File: src/design/calendar_date_shift_macros.svh
// calendar_date_shift_macros.svh: assertion macros for the date shifter
// used by the modules of design/ that carry concurrent assertions
`ifndef CALENDAR_DATE_SHIFT_MACROS_SVH
`define CALENDAR_DATE_SHIFT_MACROS_SVH

// same-cycle implication, disabled while in reset
`define CDS_ASSERT_IMP(lbl, ck, rn, ante, cons, msg) \
    lbl: assert property (@(posedge ck) disable iff (!rn) (ante) |-> (cons)) \
        else $error(msg);

// next-cycle implication, disabled while in reset
`define CDS_ASSERT_NXT(lbl, ck, rn, ante, cons, msg) \
    lbl: assert property (@(posedge ck) disable iff (!rn) (ante) |=> (cons)) \
        else $error(msg);

`endif

File: src/design/cds_pkg.sv
// cds_pkg: types, constants and calendar helper functions of the date shifter
// no dependencies; used by every module in design/
`timescale 1ns / 1ps
`default_nettype none

package cds_pkg;

    localparam int unsigned EPOCH_YEAR  = 1601;
    localparam int unsigned MAX_YEAR    = 9999;
    localparam int unsigned QUEUE_DEPTH = 2;

    // leap years in 1..EPOCH_YEAR-1
    localparam int unsigned LEAPS_EPOCH = (EPOCH_YEAR - 1) / 4 - (EPOCH_YEAR - 1) / 100
                                        + (EPOCH_YEAR - 1) / 400;
    // day number of 31 December of the last year
    localparam logic [21:0] DN_MAX = 22'd3067670;

    // reciprocal constants
    localparam logic [12:0] RECIP_100  = 13'd5243;    // /100 as *5243 >> 19
    localparam logic [18:0] RECIP_12   = 19'd349526;  // /12  as *349526 >> 22
    localparam logic [12:0] RECIP_YEAR = 13'd5741;    // under /365.2425 as >> 21

    localparam logic [1:0] UNIT_DAYS   = 2'd0;
    localparam logic [1:0] UNIT_MONTHS = 2'd1;
    localparam logic [1:0] UNIT_YEARS  = 2'd2;

    typedef enum logic [1:0] {
        STATUS_OK       = 2'd0,
        STATUS_BAD_UNIT = 2'd1,
        STATUS_BAD_DATE = 2'd2,
        STATUS_RANGE    = 2'd3
    } status_t;

    typedef struct packed {
        logic [13:0] in_year;
        logic [3:0]  in_month;
        logic [4:0]  in_day;
        logic        opcode;
        logic [1:0]  unit;
        logic [15:0] count;
    } request_t;

    typedef struct packed {
        logic [13:0] out_year;
        logic [3:0]  out_month;
        logic [4:0]  out_day;
        logic [21:0] days_since_epoch;
        status_t     status;
    } result_t;

    // classified command held in the queue
    typedef struct packed {
        request_t req;
        status_t  status;
    } cmd_t;

    typedef struct packed {
        logic full;
        logic empty;
    } q_stat_t;

    typedef enum logic [3:0] {
        ST_IDLE,
        ST_DISPATCH,
        ST_MMUL,
        ST_MDIV,
        ST_JA,
        ST_JB,
        ST_DN_IN,
        ST_EST,
        ST_SEED,
        ST_YCHK,
        ST_MWALK,
        ST_CLAMP
    } state_t;

    function automatic logic [4:0] month_len(input logic [3:0] m, input logic leap);
        logic [4:0] len;
        case (m)
            4'd1, 4'd3, 4'd5, 4'd7, 4'd8, 4'd10, 4'd12: len = 5'd31;
            4'd4, 4'd6, 4'd9, 4'd11:                    len = 5'd30;
            4'd2:                                       len = leap ? 5'd29 : 5'd28;
            default:                                    len = 5'd0;
        endcase
        return len;
    endfunction

    // days in the months before month m
    function automatic logic [8:0] cum_days(input logic [3:0] m, input logic leap);
        logic [8:0] c;
        case (m)
            4'd1:    c = 9'd0;
            4'd2:    c = 9'd31;
            4'd3:    c = 9'd59;
            4'd4:    c = 9'd90;
            4'd5:    c = 9'd120;
            4'd6:    c = 9'd151;
            4'd7:    c = 9'd181;
            4'd8:    c = 9'd212;
            4'd9:    c = 9'd243;
            4'd10:   c = 9'd273;
            4'd11:   c = 9'd304;
            4'd12:   c = 9'd334;
            default: c = 9'd0;
        endcase
        if (leap && (m > 4'd2))
        begin
            c = c + 9'd1;
        end
        return c;
    endfunction

    // h is y / 100
    function automatic logic is_leap(input logic [13:0] y, input logic [7:0] h);
        logic [13:0] r;
        r = y - 14'(h) * 14'd100;
        return ((y[1:0] == 2'b00) && (r != 14'd0)) || ((r == 14'd0) && (h[1:0] == 2'b00));
    endfunction

endpackage

`default_nettype wire

File: src/design/cds_front.sv
// cds_front: takes in requests and classifies them (unit, date and year checks)
// depends on cds_pkg; feeds cds_queue
`timescale 1ns / 1ps
`default_nettype none

module cds_front (
    input  wire logic              clk,
    input  wire logic              rst_n,
    input  wire logic              start,
    output logic                   busy,
    input  wire cds_pkg::request_t request,
    input  wire cds_pkg::q_stat_t  qs,
    output logic                   push,
    output cds_pkg::cmd_t          push_data
);

    logic               fv_reg, fv_next;
    cds_pkg::request_t  fitem_reg;
    logic [26:0]        fprod_reg;
    logic               accept;
    logic               leap;
    logic [4:0]         mlen;
    cds_pkg::status_t   status;

    assign busy   = fv_reg && qs.full;
    assign accept = start && !busy;
    assign push   = fv_reg && !qs.full;

    always_comb
    begin
        leap = cds_pkg::is_leap(fitem_reg.in_year, fprod_reg[26:19]);
        mlen = cds_pkg::month_len(fitem_reg.in_month, leap);
        if (fitem_reg.unit == 2'd3)
        begin
            status = cds_pkg::STATUS_BAD_UNIT;
        end
        else if ((fitem_reg.in_month < 4'd1) || (fitem_reg.in_month > 4'd12) ||
                 (fitem_reg.in_day < 5'd1) || (fitem_reg.in_day > mlen))
        begin
            status = cds_pkg::STATUS_BAD_DATE;
        end
        else if ((fitem_reg.in_year < 14'(cds_pkg::EPOCH_YEAR)) ||
                 (fitem_reg.in_year > 14'(cds_pkg::MAX_YEAR)))
        begin
            status = cds_pkg::STATUS_RANGE;
        end
        else
        begin
            status = cds_pkg::STATUS_OK;
        end
        push_data.req    = fitem_reg;
        push_data.status = status;
    end

    always_comb
    begin
        if (accept)
        begin
            fv_next = 1'b1;
        end
        else if (push)
        begin
            fv_next = 1'b0;
        end
        else
        begin
            fv_next = fv_reg;
        end
    end

    always_ff @(posedge clk or negedge rst_n)
    begin
        if (!rst_n)
        begin
            fv_reg <= 1'b0;
        end
        else
        begin
            fv_reg <= fv_next;
        end
    end

    // year / 100 product taken at transfer
    always_ff @(posedge clk)
    begin
        if (accept)
        begin
            fitem_reg <= request;
            fprod_reg <= 27'(request.in_year) * 27'(cds_pkg::RECIP_100);
        end
    end

endmodule

`default_nettype wire

File: src/design/cds_queue.sv
// cds_queue: short command queue between classifier and sequencer
// depends on cds_pkg
`timescale 1ns / 1ps
`default_nettype none

module cds_queue #(
    parameter int unsigned DEPTH = cds_pkg::QUEUE_DEPTH
) (
    input  wire logic           clk,
    input  wire logic           rst_n,
    input  wire logic           push,
    input  wire cds_pkg::cmd_t  push_data,
    input  wire logic           pop,
    output cds_pkg::cmd_t       head,
    output cds_pkg::q_stat_t    qs
);

    localparam int unsigned PTR_W = (DEPTH > 1) ? $clog2(DEPTH) : 1;
    localparam int unsigned CNT_W = $clog2(DEPTH + 1);

    cds_pkg::cmd_t     mem_reg [DEPTH];
    logic [PTR_W-1:0]  wr_ptr_reg, wr_ptr_next;
    logic [PTR_W-1:0]  rd_ptr_reg, rd_ptr_next;
    logic [CNT_W-1:0]  cnt_reg, cnt_next;
    logic              do_push, do_pop;

    assign qs.full  = (cnt_reg == CNT_W'(DEPTH));
    assign qs.empty = (cnt_reg == '0);
    assign do_push  = push && !qs.full;
    assign do_pop   = pop && !qs.empty;
    assign head     = mem_reg[rd_ptr_reg];

    always_comb
    begin
        wr_ptr_next = wr_ptr_reg;
        rd_ptr_next = rd_ptr_reg;
        cnt_next    = cnt_reg;
        if (do_push)
        begin
            wr_ptr_next = (wr_ptr_reg == PTR_W'(DEPTH - 1)) ? '0 : wr_ptr_reg + 1'b1;
        end
        if (do_pop)
        begin
            rd_ptr_next = (rd_ptr_reg == PTR_W'(DEPTH - 1)) ? '0 : rd_ptr_reg + 1'b1;
        end
        if (do_push && !do_pop)
        begin
            cnt_next = cnt_reg + 1'b1;
        end
        else if (do_pop && !do_push)
        begin
            cnt_next = cnt_reg - 1'b1;
        end
    end

    always_ff @(posedge clk or negedge rst_n)
    begin
        if (!rst_n)
        begin
            wr_ptr_reg <= '0;
            rd_ptr_reg <= '0;
            cnt_reg    <= '0;
        end
        else
        begin
            wr_ptr_reg <= wr_ptr_next;
            rd_ptr_reg <= rd_ptr_next;
            cnt_reg    <= cnt_next;
        end
    end

    always_ff @(posedge clk)
    begin
        if (do_push)
        begin
            mem_reg[wr_ptr_reg] <= push_data;
        end
    end

endmodule

`default_nettype wire

File: src/design/cds_back.sv
// cds_back: sequencer that carries out one shift (day number unit, year search)
// depends on cds_pkg and calendar_date_shift_macros.svh; fed by cds_queue
`timescale 1ns / 1ps
`default_nettype none
`include "calendar_date_shift_macros.svh"

module cds_back (
    input  wire logic              clk,
    input  wire logic              rst_n,
    input  wire cds_pkg::q_stat_t  qs,
    input  wire cds_pkg::cmd_t     head,
    output logic                   pop,
    output logic                   done,
    output cds_pkg::result_t       result
);

    cds_pkg::state_t   state_reg, state_next;
    cds_pkg::cmd_t     cmd_reg;
    cds_pkg::result_t  res_reg, res_next;
    logic              done_reg, done_next;
    logic              search_reg, search_next;
    logic [13:0]       jy_reg, jy_next;
    logic [26:0]       pq_reg, py_reg;
    logic [21:0]       off_reg;
    logic [21:0]       jan_reg;
    logic              leap_reg;
    logic [21:0]       n_reg, n_next;
    logic [34:0]       est_reg;
    logic [17:0]       t_reg, t_next;
    logic              tneg_reg, tneg_next;
    logic [36:0]       mq_reg;
    logic [3:0]        nm_reg, nm_next;
    logic [13:0]       ybest_reg, ybest_next;
    logic [21:0]       jbest_reg, jbest_next;
    logic              lbest_reg, lbest_next;

    logic signed [17:0] yr_sum;
    logic               yr_bad;
    logic signed [19:0] mt;
    logic [14:0]        mq_q;
    logic [3:0]         mq_r;
    logic               mon_bad;
    logic [13:0]        jq;
    logic [7:0]         hq;
    logic [11:0]        leaps;
    logic [21:0]        jan_calc;
    logic [21:0]        dn_in;
    logic signed [23:0] n_s;
    logic               dn_bad;
    logic [13:0]        est;
    logic [8:0]         rem;
    logic [3:0]         nm_w;
    logic [4:0]         nd_w;
    logic [4:0]         lim;
    logic [4:0]         nd_c;

    assign pop    = (state_reg == cds_pkg::ST_IDLE) && !qs.empty;
    assign done   = done_reg;
    assign result = res_reg;

    // shared arithmetic
    always_comb
    begin
        yr_sum = cmd_reg.req.opcode ? 18'(cmd_reg.req.in_year) - 18'(cmd_reg.req.count)
                                    : 18'(cmd_reg.req.in_year) + 18'(cmd_reg.req.count);
        yr_bad = (yr_sum < 18'sd1601) || (yr_sum > 18'sd9999);

        mt = 20'(cmd_reg.req.in_year) * 20'sd12 + 20'(cmd_reg.req.in_month) - 20'sd1;
        mt = cmd_reg.req.opcode ? mt - 20'(cmd_reg.req.count) : mt + 20'(cmd_reg.req.count);

        mq_q    = mq_reg[36:22];
        mq_r    = 4'(t_reg - 18'(mq_q) * 18'd12);
        mon_bad = tneg_reg || (mq_q < 15'(cds_pkg::EPOCH_YEAR))
                           || (mq_q > 15'(cds_pkg::MAX_YEAR));

        jq       = jy_reg - 14'd1;
        hq       = pq_reg[26:19];
        leaps    = 12'(jq[13:2]) - 12'(hq) + 12'(hq[7:2]);
        jan_calc = off_reg + 22'(leaps) - 22'(cds_pkg::LEAPS_EPOCH);

        dn_in  = jan_reg + 22'(cds_pkg::cum_days(cmd_reg.req.in_month, leap_reg))
               + 22'(cmd_reg.req.in_day) - 22'd1;
        n_s    = cmd_reg.req.opcode ? 24'(dn_in) - 24'(cmd_reg.req.count)
                                    : 24'(dn_in) + 24'(cmd_reg.req.count);
        dn_bad = (n_s < 24'sd0) || (n_s > 24'(cds_pkg::DN_MAX));

        est = est_reg[34:21];

        // month from remaining days: compare against every month start
        rem  = 9'(n_reg - jbest_reg);
        nm_w = 4'd1;
        for (int i = 2; i <= 12; i++)
        begin
            if (cds_pkg::cum_days(4'(i), lbest_reg) <= rem)
            begin
                nm_w = 4'(i);
            end
        end
        nd_w = 5'(rem - cds_pkg::cum_days(nm_w, lbest_reg) + 9'd1);

        lim  = cds_pkg::month_len(nm_reg, leap_reg);
        nd_c = (cmd_reg.req.in_day < lim) ? cmd_reg.req.in_day : lim;
    end

    // next state
    always_comb
    begin
        state_next = state_reg;
        case (state_reg)
            cds_pkg::ST_IDLE:
            begin
                if (!qs.empty)
                begin
                    state_next = cds_pkg::ST_DISPATCH;
                end
            end
            cds_pkg::ST_DISPATCH:
            begin
                if (cmd_reg.status != cds_pkg::STATUS_OK)
                begin
                    state_next = cds_pkg::ST_IDLE;
                end
                else
                begin
                    case (cmd_reg.req.unit)
                        cds_pkg::UNIT_DAYS:   state_next = cds_pkg::ST_JA;
                        cds_pkg::UNIT_MONTHS: state_next = cds_pkg::ST_MMUL;
                        cds_pkg::UNIT_YEARS:
                            state_next = yr_bad ? cds_pkg::ST_IDLE : cds_pkg::ST_JA;
                        default:              state_next = cds_pkg::ST_IDLE;
                    endcase
                end
            end
            cds_pkg::ST_MMUL:  state_next = cds_pkg::ST_MDIV;
            cds_pkg::ST_MDIV:  state_next = mon_bad ? cds_pkg::ST_IDLE : cds_pkg::ST_JA;
            cds_pkg::ST_JA:    state_next = cds_pkg::ST_JB;
            cds_pkg::ST_JB:
            begin
                if (search_reg)
                begin
                    state_next = cds_pkg::ST_YCHK;
                end
                else if (cmd_reg.req.unit == cds_pkg::UNIT_DAYS)
                begin
                    state_next = cds_pkg::ST_DN_IN;
                end
                else
                begin
                    state_next = cds_pkg::ST_CLAMP;
                end
            end
            cds_pkg::ST_DN_IN: state_next = dn_bad ? cds_pkg::ST_IDLE : cds_pkg::ST_EST;
            cds_pkg::ST_EST:   state_next = cds_pkg::ST_SEED;
            cds_pkg::ST_SEED:  state_next = cds_pkg::ST_JA;
            cds_pkg::ST_YCHK:
                state_next = (jan_reg <= n_reg) ? cds_pkg::ST_JA : cds_pkg::ST_MWALK;
            cds_pkg::ST_MWALK: state_next = cds_pkg::ST_IDLE;
            cds_pkg::ST_CLAMP: state_next = cds_pkg::ST_IDLE;
            default:           state_next = cds_pkg::ST_IDLE;
        endcase
    end

    // datapath and result
    always_comb
    begin
        done_next   = 1'b0;
        res_next    = res_reg;
        search_next = search_reg;
        jy_next     = jy_reg;
        n_next      = n_reg;
        t_next      = t_reg;
        tneg_next   = tneg_reg;
        nm_next     = nm_reg;
        ybest_next  = ybest_reg;
        jbest_next  = jbest_reg;
        lbest_next  = lbest_reg;

        // result held unless a state below writes a new one
        res_next.out_year         = res_reg.out_year;
        case (state_reg)
            cds_pkg::ST_DISPATCH:
            begin
                search_next = 1'b0;
                jy_next     = cmd_reg.req.in_year;
                nm_next     = cmd_reg.req.in_month;
                t_next      = 18'(mt);
                tneg_next   = mt[19];
                if (cmd_reg.status != cds_pkg::STATUS_OK)
                begin
                    done_next = 1'b1;
                    res_next  = {cmd_reg.req.in_year, cmd_reg.req.in_month,
                                 cmd_reg.req.in_day, 22'd0, cmd_reg.status};
                end
                else if (cmd_reg.req.unit == cds_pkg::UNIT_YEARS)
                begin
                    jy_next = 14'(yr_sum);
                    if (yr_bad)
                    begin
                        done_next = 1'b1;
                        res_next  = {cmd_reg.req.in_year, cmd_reg.req.in_month,
                                     cmd_reg.req.in_day, 22'd0, cds_pkg::STATUS_RANGE};
                    end
                end
            end
            cds_pkg::ST_MDIV:
            begin
                jy_next = 14'(mq_q);
                nm_next = mq_r + 4'd1;
                if (mon_bad)
                begin
                    done_next = 1'b1;
                    res_next  = {cmd_reg.req.in_year, cmd_reg.req.in_month,
                                 cmd_reg.req.in_day, 22'd0, cds_pkg::STATUS_RANGE};
                end
            end
            cds_pkg::ST_DN_IN:
            begin
                n_next = 22'(n_s);
                if (dn_bad)
                begin
                    done_next = 1'b1;
                    res_next  = {cmd_reg.req.in_year, cmd_reg.req.in_month,
                                 cmd_reg.req.in_day, 22'd0, cds_pkg::STATUS_RANGE};
                end
            end
            cds_pkg::ST_SEED:
            begin
                // estimate never above the true year
                search_next = 1'b1;
                jy_next     = 14'(cds_pkg::EPOCH_YEAR)
                            + ((est == 14'd0) ? 14'd0 : est - 14'd1);
            end
            cds_pkg::ST_YCHK:
            begin
                if (jan_reg <= n_reg)
                begin
                    ybest_next = jy_reg;
                    jbest_next = jan_reg;
                    lbest_next = leap_reg;
                    jy_next    = jy_reg + 14'd1;
                end
            end
            cds_pkg::ST_MWALK:
            begin
                done_next = 1'b1;
                res_next  = {ybest_reg, nm_w, nd_w, n_reg, cds_pkg::STATUS_OK};
            end
            cds_pkg::ST_CLAMP:
            begin
                done_next = 1'b1;
                res_next  = {jy_reg, nm_reg, nd_c,
                             jan_reg + 22'(cds_pkg::cum_days(nm_reg, leap_reg))
                                     + 22'(nd_c) - 22'd1,
                             cds_pkg::STATUS_OK};
            end
            default:
            begin
                done_next = 1'b0;
            end
        endcase
    end

    always_ff @(posedge clk or negedge rst_n)
    begin
        if (!rst_n)
        begin
            state_reg  <= cds_pkg::ST_IDLE;
            done_reg   <= 1'b0;
            search_reg <= 1'b0;
        end
        else
        begin
            state_reg  <= state_next;
            done_reg   <= done_next;
            search_reg <= search_next;
        end
    end

    always_ff @(posedge clk)
    begin
        if (pop)
        begin
            cmd_reg <= head;
        end
        if (state_reg == cds_pkg::ST_JA)
        begin
            pq_reg  <= 27'(jq) * 27'(cds_pkg::RECIP_100);
            py_reg  <= 27'(jy_reg) * 27'(cds_pkg::RECIP_100);
            off_reg <= 22'(jy_reg - 14'(cds_pkg::EPOCH_YEAR)) * 22'd365;
        end
        if (state_reg == cds_pkg::ST_JB)
        begin
            jan_reg  <= jan_calc;
            leap_reg <= cds_pkg::is_leap(jy_reg, py_reg[26:19]);
        end
        if (state_reg == cds_pkg::ST_EST)
        begin
            est_reg <= 35'(n_reg) * 35'(cds_pkg::RECIP_YEAR);
        end
        if (state_reg == cds_pkg::ST_MMUL)
        begin
            mq_reg <= 37'(t_reg) * 37'(cds_pkg::RECIP_12);
        end
        res_reg   <= res_next;
        jy_reg    <= jy_next;
        n_reg     <= n_next;
        t_reg     <= t_next;
        tneg_reg  <= tneg_next;
        nm_reg    <= nm_next;
        ybest_reg <= ybest_next;
        jbest_reg <= jbest_next;
        lbest_reg <= lbest_next;
    end

    `CDS_ASSERT_IMP(a_ok_year, clk, rst_n,
        done_reg && (res_reg.status == cds_pkg::STATUS_OK),
        (res_reg.out_year >= 14'(cds_pkg::EPOCH_YEAR)) &&
        (res_reg.out_year <= 14'(cds_pkg::MAX_YEAR)), "result year out of range")
    `CDS_ASSERT_IMP(a_ok_date, clk, rst_n,
        done_reg && (res_reg.status == cds_pkg::STATUS_OK),
        (res_reg.out_month >= 4'd1) && (res_reg.out_month <= 4'd12) &&
        (res_reg.out_day >= 5'd1) && (res_reg.days_since_epoch <= cds_pkg::DN_MAX),
        "result date malformed")
    `CDS_ASSERT_IMP(a_err_zero, clk, rst_n,
        done_reg && (res_reg.status != cds_pkg::STATUS_OK),
        res_reg.days_since_epoch == 22'd0, "error result carries a day number")
    `CDS_ASSERT_NXT(a_pop_dispatch, clk, rst_n, pop,
        state_reg == cds_pkg::ST_DISPATCH, "popped command not dispatched")

endmodule

`default_nettype wire

File: src/design/calendar_date_shift.sv
// calendar_date_shift: top level of the Gregorian date shifter
// depends on cds_pkg, cds_front, cds_queue, cds_back
//
//   channel   ports                    transfer when
//   request   start, busy, request     start high and busy low at clk rise
//   result    done, result             done high at clk rise (one cycle only)
//
// steps: an error result leaves from the dispatch state; a year shift runs
//   dispatch, JA, JB, clamp; a month shift adds MMUL, MDIV before JA; a day
//   shift runs JA, JB, DN_IN, EST, SEED, then a year search of JA, JB, YCHK
//   per candidate year, then MWALK; out-of-range results end early
// the classifier holds one item; a 2-entry queue parts it from the sequencer
// reset: asynchronous, clears queue, classifier and sequencer control
// busy rises only while the classifier holds an item and the queue is full
`timescale 1ns / 1ps
`default_nettype none

module calendar_date_shift #(
    parameter int unsigned QUEUE_DEPTH = cds_pkg::QUEUE_DEPTH
) (
    input  wire logic              clk,
    input  wire logic              rst_n,
    input  wire logic              start,
    output logic                   busy,
    input  wire cds_pkg::request_t request,
    output logic                   done,
    output cds_pkg::result_t       result
);

    cds_pkg::q_stat_t qs;
    cds_pkg::cmd_t    push_data;
    cds_pkg::cmd_t    head;
    logic             push;
    logic             pop;

    // front: register the item, check unit, date and year
    cds_front u_front (
        .clk       (clk),
        .rst_n     (rst_n),
        .start     (start),
        .busy      (busy),
        .request   (request),
        .qs        (qs),
        .push      (push),
        .push_data (push_data)
    );

    // queue of classified commands
    cds_queue #(
        .DEPTH (QUEUE_DEPTH)
    ) u_queue (
        .clk       (clk),
        .rst_n     (rst_n),
        .push      (push),
        .push_data (push_data),
        .pop       (pop),
        .head      (head),
        .qs        (qs)
    );

    // back: day-number arithmetic, year search and month clamp
    cds_back u_back (
        .clk    (clk),
        .rst_n  (rst_n),
        .qs     (qs),
        .head   (head),
        .pop    (pop),
        .done   (done),
        .result (result)
    );

endmodule

`default_nettype wire
File: config.mk
export PLATFORM = sky130hd
export DESIGN_NAME = calendar_date_shift
export DESIGN_NICKNAME = d
export VERILOG_FILES = /design/src/design/cds_pkg.sv /design/src/design/cds_front.sv /design/src/design/cds_queue.sv /design/src/design/cds_back.sv /design/src/design/calendar_date_shift.sv
export VERILOG_INCLUDE_DIRS = /design/src /design/src/design
export SDC_FILE = /design/constraint.sdc
export NUM_CORES = 2
export LEC_CHECK = 0
export ABC_AREA = 1
export ABC_CLOCK_PERIOD_IN_PS = 11580
export BUFFER_PORTS_ARGS = -buffer_cell sky130_fd_sc_hd__buf_2
export CORE_MARGIN = 4
export CORE_UTILIZATION = 40
export DETAILED_ROUTE_END_ITERATION = 10
export GPL_TIMING_DRIVEN = 1
export SLEW_MARGIN = 40
export SYNTH_ARGS = -nofsm -noshare
export SYNTH_HDL_FRONTEND = slang
export SYNTH_SLANG_ARGS = --single-unit
File: constraint.sdc
create_clock -name clk -period 11.58 [get_ports clk]
set_clock_uncertainty 0.05 [all_clocks]
set_input_delay 0.579 -clock clk [delete_from_list [all_inputs] [get_ports clk]]
set_output_delay 0.579 -clock clk [all_outputs]
set_load 0.01 [all_outputs]
After elaboration in Yosys (flattened, before gate mapping):

Memory sizes are Yosys's and may differ from the RTL's. A register that Yosys moved wholly into a read port is not among the register bits.
Cells that the tools add are included.

* register bits after elaboration: 380
* memory bits (writable): 88
* bits in read-only memories: 432
* input bits: 45
* output and inout port bits: 49
* logic and storage cells: 290
* memories: 4

Memories
* (name not given): words 16, bits a word 9, read ports 1, clocked after Yosys merged registers in 1, wr ports 0, RTL line cds_pkg.sv:91 `case (m)`
* (name not given): words 16, bits a word 9, read ports 1, clocked after Yosys merged registers in 0, wr ports 0, RTL line cds_pkg.sv:91
* (name not given): words 16, bits a word 9, read ports 1, clocked after Yosys merged registers in 0, wr ports 0, RTL line cds_pkg.sv:91
* u_queue.mem_reg: words 2, bits a word 44, read ports 1, clocked after Yosys merged registers in 1, wr ports 1, RTL line cds_queue.sv:21 `cds_pkg::cmd_t mem_reg [DEPTH];`

* $add $sub $neg: 37
* $mul: 10
* order comparisons: 28
* eq/ne operators: 45
* multiplexer cells: 75
* reduce and logical (&&, ||, !) cells: 57

Operator list (count)
* two-way mux 47 bit: 5
* case mux 47 bit (5 select lines): 1
* multiplier 14 x 13 -> 27 bit, second input constant: 3
* two-way mux 4 bit: 17
* equality test 4 bit, second input constant: 14
* two-way mux 14 bit: 4
* case mux 14 bit (4 select lines): 1
* equality test 4 x 3 -> 1 bit, second input constant: 12
* adder 22 x 5 -> 22 bit: 2
* adder 22 x 9 -> 22 bit: 2
* subtractor 22 x 1 -> 22 bit, second input constant: 2
* zero test 14 bit: 3
* case mux 4 bit (10 select lines): 1
* <= comparator 8 x 9 -> 1 bit: 4
* multiplier 18 x 18 -> 36 bit, second input constant: 1
* two-way mux 9 bit: 4
* multiplier 22 x 13 -> 35 bit, second input constant: 1
* case mux 5 bit (3 select lines): 2
* nonzero test 14 bit: 2
* subtractor 14 x 1 -> 14 bit, second input constant: 2
* subtractor 14 bit: 2
* <= comparator 9 bit: 3
* equality test 4 x 2 -> 1 bit, second input constant: 6
* > comparator 24 x 22 -> 1 bit, second input constant: 1
* other kinds (75): 157

Logic depth before layout (Yosys ltp):

* depth after elaboration: 19
* gate-level depth with buffers: 47

Cells and area by module:

Synthesis repeated with hierarchy kept, for this count alone.

* cell total of the unflattened synthesis: 6488
* area, all modules: 56628.1 um2

By module, submodules not included
* cds_back: times used 1, cells each 5447, area each 46296.9 um2, seq. area each 8438.1 um2
* cds_front: times used 1, cells each 780, area each 6890.4 um2, seq. area each 1526.5 um2
* cds_queue: times used 1, cells each 261, area each 3440.8 um2, seq. area each 2742.6 um2

Worst setup path before layout:

Ideal clock, no wire load.

* path kind: register -> register
* start point: register u_back.cmd_reg[27] (netlist name)
* end point: register u_back.res_reg (netlist bit u_back.result[0]) (enable)
* arrival: 6.691 ns
* data required time: 10.832 ns
* path slack: 4.142 ns
* cell stages (with the launch flop): 44
* buffers on the path: 0
* clock period less this slack: 7.438 ns
* path through: edfxtp_1 > inv_1 > ha_1 > inv_1 > a21oi_1 > and2_1 > ha_1 > inv_1 > nor2_1 > nand3_1 > nor2_1 > inv_1 > nand2_1 > ha_1 > fa_1 > inv_1 > ha_1 > nand2_1 > [8 not listed] > inv_1 > a21oi_1 > o21ai_0 > a21oi_1 > nand2_1 > nand2_1 > o21ai_0 > or2_2 > nand2_1 > nor2_1 > nand2_1 > nand2_1 > nand2_1 > nand2_2 > nand2_2 > nand2_1 > nand2_1 > nand3_1

* longest elaborated chain between the ends: 12
* elaborated cells on any way between the ends: 16
* classes of those cells: add/sub (6); order compare (3); eq/ne (1); mux (2); reduce/logical (3); memory (1)

Ends and longest elaborated chain
* memory read (16 x 9 bit) or > comparator 4 x 2 -> 1 bit (tied branches)
* adder 9 x 1 -> 9 bit or logical AND 1 bit (tied branches): RTL line cds_pkg.sv:108, cds_pkg.sv:106
* two-way mux 9 bit (*): RTL line cds_pkg.sv:106 `if (leap && (m > 4'd2))`
* adder 22 x 9 -> 22 bit (*): RTL line cds_back.sv:81 `dn_in = jan_reg + 22'(cds_pkg::cum_days(cmd_reg.req.in_month, leap_reg))`
* adder 22 x 5 -> 22 bit (*): RTL line cds_back.sv:82 `+ 22'(cmd_reg.req.in_day) - 22'd1;`
* subtractor 22 x 1 -> 22 bit (*): RTL line cds_back.sv:82
* adder 22 x 16 -> 23 bit or subtractor 22 x 16 -> 23 bit (tied branches): RTL line cds_back.sv:84, cds_back.sv:83
* two-way mux 24 bit (*): RTL line cds_back.sv:83 `n_s = cmd_reg.req.opcode ? 24'(dn_in) - 24'(cmd_reg.req.count)`
* less-than comparator 24 x 1 -> 1 bit or > comparator 24 x 22 -> 1 bit (tied branches): RTL line cds_back.sv:85 `dn_bad = (n_s < 24'sd0) || (n_s > 24'(cds_pkg::DN_MAX));`
* logical OR 1 bit (*): RTL line cds_back.sv:85
* != test 2 x 1 -> 1 bit (no line) (*)
* AND reduction 5 bit (no line) (*)
* end signal: assignment: RTL line cds_back.sv:304 `res_reg <= res_next;`
* end: declaration: RTL line cds_back.sv:19 `cds_pkg::result_t res_reg, res_next;`

Mark *: on every way between the ends. The rest lies on a longest branch, timed or not.
A chain may end at the register's enable or synchronous reset.

Worst setup path in the final report:

* start point: register u_back.cmd_reg[27] (netlist name)
* end point: register u_back.res_reg (netlist bit u_back.result[14]) (enable)

* longest elaborated chain between the ends: 12
* elaborated cells on any way between the ends: 16
* classes of those cells: add/sub (6); order compare (3); eq/ne (1); mux (2); reduce/logical (3); memory (1)

Ends and longest elaborated chain (RTL line)
* memory read (16 x 9 bit) or > comparator 4 x 2 -> 1 bit (tied branches)
* adder 9 x 1 -> 9 bit or logical AND 1 bit (tied branches): cds_pkg.sv:108, cds_pkg.sv:106
* two-way mux 9 bit (*): cds_pkg.sv:106
* adder 22 x 9 -> 22 bit (*): cds_back.sv:81
* adder 22 x 5 -> 22 bit (*): cds_back.sv:82
* subtractor 22 x 1 -> 22 bit (*): cds_back.sv:82
* adder 22 x 16 -> 23 bit or subtractor 22 x 16 -> 23 bit (tied branches): cds_back.sv:84, cds_back.sv:83
* two-way mux 24 bit (*): cds_back.sv:83
* less-than comparator 24 x 1 -> 1 bit or > comparator 24 x 22 -> 1 bit (tied branches): cds_back.sv:85
* logical OR 1 bit (*): cds_back.sv:85
* != test 2 x 1 -> 1 bit (no line) (*)
* AND reduction 5 bit (no line) (*)

Marked as above.

==> results.sh <==
export IMPL_status="finished, final reports clean"
export IMPL_die_h_um=380
export IMPL_endpoint="u_back.result[14]"
export IMPL_placed_cells=8096
export IMPL_clock_path_buffers=3
export IMPL_syn_nets=7766
export IMPL_synth_top_cell_area_share_pct=22.9
export IMPL_hp_class="in2reg"
export IMPL_nets=7901
export IMPL_cts_tree="yes"
export IMPL_layout_drive_gt1_share_pct=5.52
export IMPL_yosysSeqAreaShare_pct=22.7
export IMPL_cts_resized=0
export IMPL_io_buffers=93
export IMPL_ys_ff_latch=422
export IMPL_hold_depth=1
export IMPL_synth_cells=6218
export IMPL_final_area_um2=59800
export IMPL_reg2reg_to="u_back.result[14]"
export IMPL_cts_sinks=422
export IMPL_drtPass1Iterations=6
export IMPL_worstMarginPinSlew_ps=793
export IMPL_wire_per_inst_um=17.9
export IMPL_min_period_ps=8000
export IMPL_placed_area_um2=58100
export IMPL_grt_max_degree=51
export IMPL_clock_latency_ps=640
export IMPL_fin_crit_sh_pct=69.1
export IMPL_cp_slowest_cell="nand3_2"
export IMPL_clk_pin_slew_ps=60
export IMPL_synth_ff_type="edfxtp_1"
export IMPL_end_kind="register"
export IMPL_dpl_hpwl_um=125000
export IMPL_layout_cells_non_filler=8186
export IMPL_max_freq_ghz=0.125
export IMPL_slew_viol_final=0
export IMPL_grt_busiest_layer="met2"
export IMPL_finalWirelength_um=147000
export IMPL_critPathKind="reg2reg"
export IMPL_r2r_cells=44
export IMPL_routed_via_density=5.04
export IMPL_crit_top_cell="nand2_1"
export IMPL_arrival_ps=8280
export IMPL_grtUsageMet3_pct=2.48
export IMPL_htree_levels=2
export IMPL_layout_commonest_cell="inv_1"
export IMPL_synthDistinctLibCells=74
export IMPL_gp_congestion=0.961
export IMPL_syn_area_per_cell_um2=8.89
export IMPL_die_area_um2=144000
export IMPL_track_usage_pct=20.3
export IMPL_grtUsageMet1_pct=27.9
export IMPL_setup_tns_ps=0
export IMPL_crit_path_max_incr_delay_ps=520
export IMPL_final_cell_mix="inv_1 (1392), ha_1 (1010), nand2_1 (1000)"
export IMPL_grt_pass1_wl_um=232000
export IMPL_ys_warn_count=0
export IMPL_synth_edf_count=402
export IMPL_ant_nets=0
export IMPL_largest_reg_flops=88
export IMPL_gr_usage_met2_pct=34.0
export IMPL_fill_cells=13400
export IMPL_yosys_top_cells_area="ha_1 (23%), edfxtp_1 (22%), fa_1 (18%), inv_1 (9.5%), nand2_1 (6.8%)"
export IMPL_drc_errors=0
export IMPL_cap_violations=0
export IMPL_required_ps=11850
export IMPL_syn2layout_area_growth_pct=8.19
export IMPL_crit_path_start="u_back.cmd_reg[27]"
export IMPL_cts_root_buf="clkbuf_16"
export IMPL_num_vias=41200
export IMPL_crit_path_start_kind="register"
export IMPL_die_w_um=380
export IMPL_cp_max_fo=31
export IMPL_finalSetupViolations=0
export IMPL_hold_viol_final=0
export IMPL_yosys_area_top_type="ha_1"
export IMPL_grt_ovfl_total=0
export IMPL_drt_initial_drc_count=2461
export IMPL_rrSetupSlack_ps=3580
export IMPL_synth_async_sr_flop_share_pct=2.61
export IMPL_io_pins=94
export IMPL_coreArea_um2=137000
export IMPL_synth_area_um2=55300
export IMPL_max_slew_margin_pct=46.9
export IMPL_num_rows=136
export IMPL_numCtsBuffers=47
export IMPL_r2r_start="u_back.cmd_reg[27]"
export IMPL_start_util_pct=40.3
export IMPL_rsz0062_at_grt="no"
export IMPL_grt_pass1_vias=41500
export IMPL_antenna_found_initial=1
[how the worst min path moves through the flow]
| stage | from | to | slack, ps |
|---|---|---|---|
| CTS | request[24] | u_front.push_data[26] | 20 |
| finish | request[0] | u_front.push_data[2] | 70 |
| global placement | u_front.push_data[20] | u_queue.mem_reg[0][20] | 380 |
| global route | request[7] | u_front.push_data[9] | 40 |
| floorplan | rst_n | u_back.done | 230 |
| detailed placement | u_front.push_data[20] | u_queue.mem_reg[1][20] | 390 |
[kinds of logic (layout without fill, tap and decap cells)]
group | Yosys count | in the layout | share of synthesized area (%)
xor gates and xnor gates | 291 | 291 | 4.79
AOI/OAI and AO/OA | 793 | 793 | 8.23
muxes | 3 | 3 | 0.0543
and+or+nand+nor | 1744 | 1744 | 13.6
buffers and inverters | 1462 | 1635 | 9.97
DFF | 422 | 422 | 22.7
other | 0 | 1 | 0
adders and majority gates | 1503 | 1503 | 40.7
[synthesized netlist by cell type (25+ instances only)]
master       n
inv_1     1394
ha_1      1010
nand2_1   1000
fa_1       493
edfxtp_1   402
a21oi_1    359
nor2_1     300
nand3_1    208
o21ai_0    205
xor2_1     191
xnor2_1     90
nand4_1     64
nand2_2     40
nor3_1      37
o211ai_1    32
clkbuf_1    30
a21o_1      25
[metal layers]
metal	vias to the layer above	routed length, µm
li1	20400	-
met4	0	3650
met3	141	7160
met2	898	68500
met1	19800	67500
met5	-	0
[final cells by class]
type                            instances  area [µm²]  area share (%)
Multi-Input combinational cell       4334       37300            62.4
Sequential cell                       422       12500            20.9
Inverter                             1422        5340            8.93
Tap cell                             1794        2240            3.75
Clock buffer                           53        1230            2.06
Timing Repair Buffer                  126         719            1.20
Clock inverter                         34         429           0.717
Antenna cell                            1        2.50         0.00418
[critical path: cells and delay by family (launching register included)]
kind,cells,cell delay (ps)
AOI/OAI and AO/OA,8,1050
xor gates and xnor gates,1,170
buffers and inverters,7,1240
DFF,1,480
adders and majority gates,6,2100
and+or+nand+nor,22,2590
[per-stage QoR]
| step | setup WS [ps] | util [%] | hold WS [ps] |
|---|---|---|---|
| floorplan | 4140 | - | 233 |
| global placement | 3770 | 42.3 | 385 |
| detailed placement | 3710 | 42.3 | 386 |
| CTS | 3610 | 43.5 | 16.8 |
| global route | 2900 | 43.6 | 39.0 |
| finish | 3580 | 43.6 | 73.7 |
[timing repair]
| item | in CTS | in global routing |
|---|---|---|
| buffers inserted | 0 | 0 |
| hold endpoints to repair | 11 | 0 |
| hold buffers | 1 | 0 |
Power is left out: the tool's default activity adds up to more than one toggle a clock period on the data nets, which glitch-free logic cannot reach.
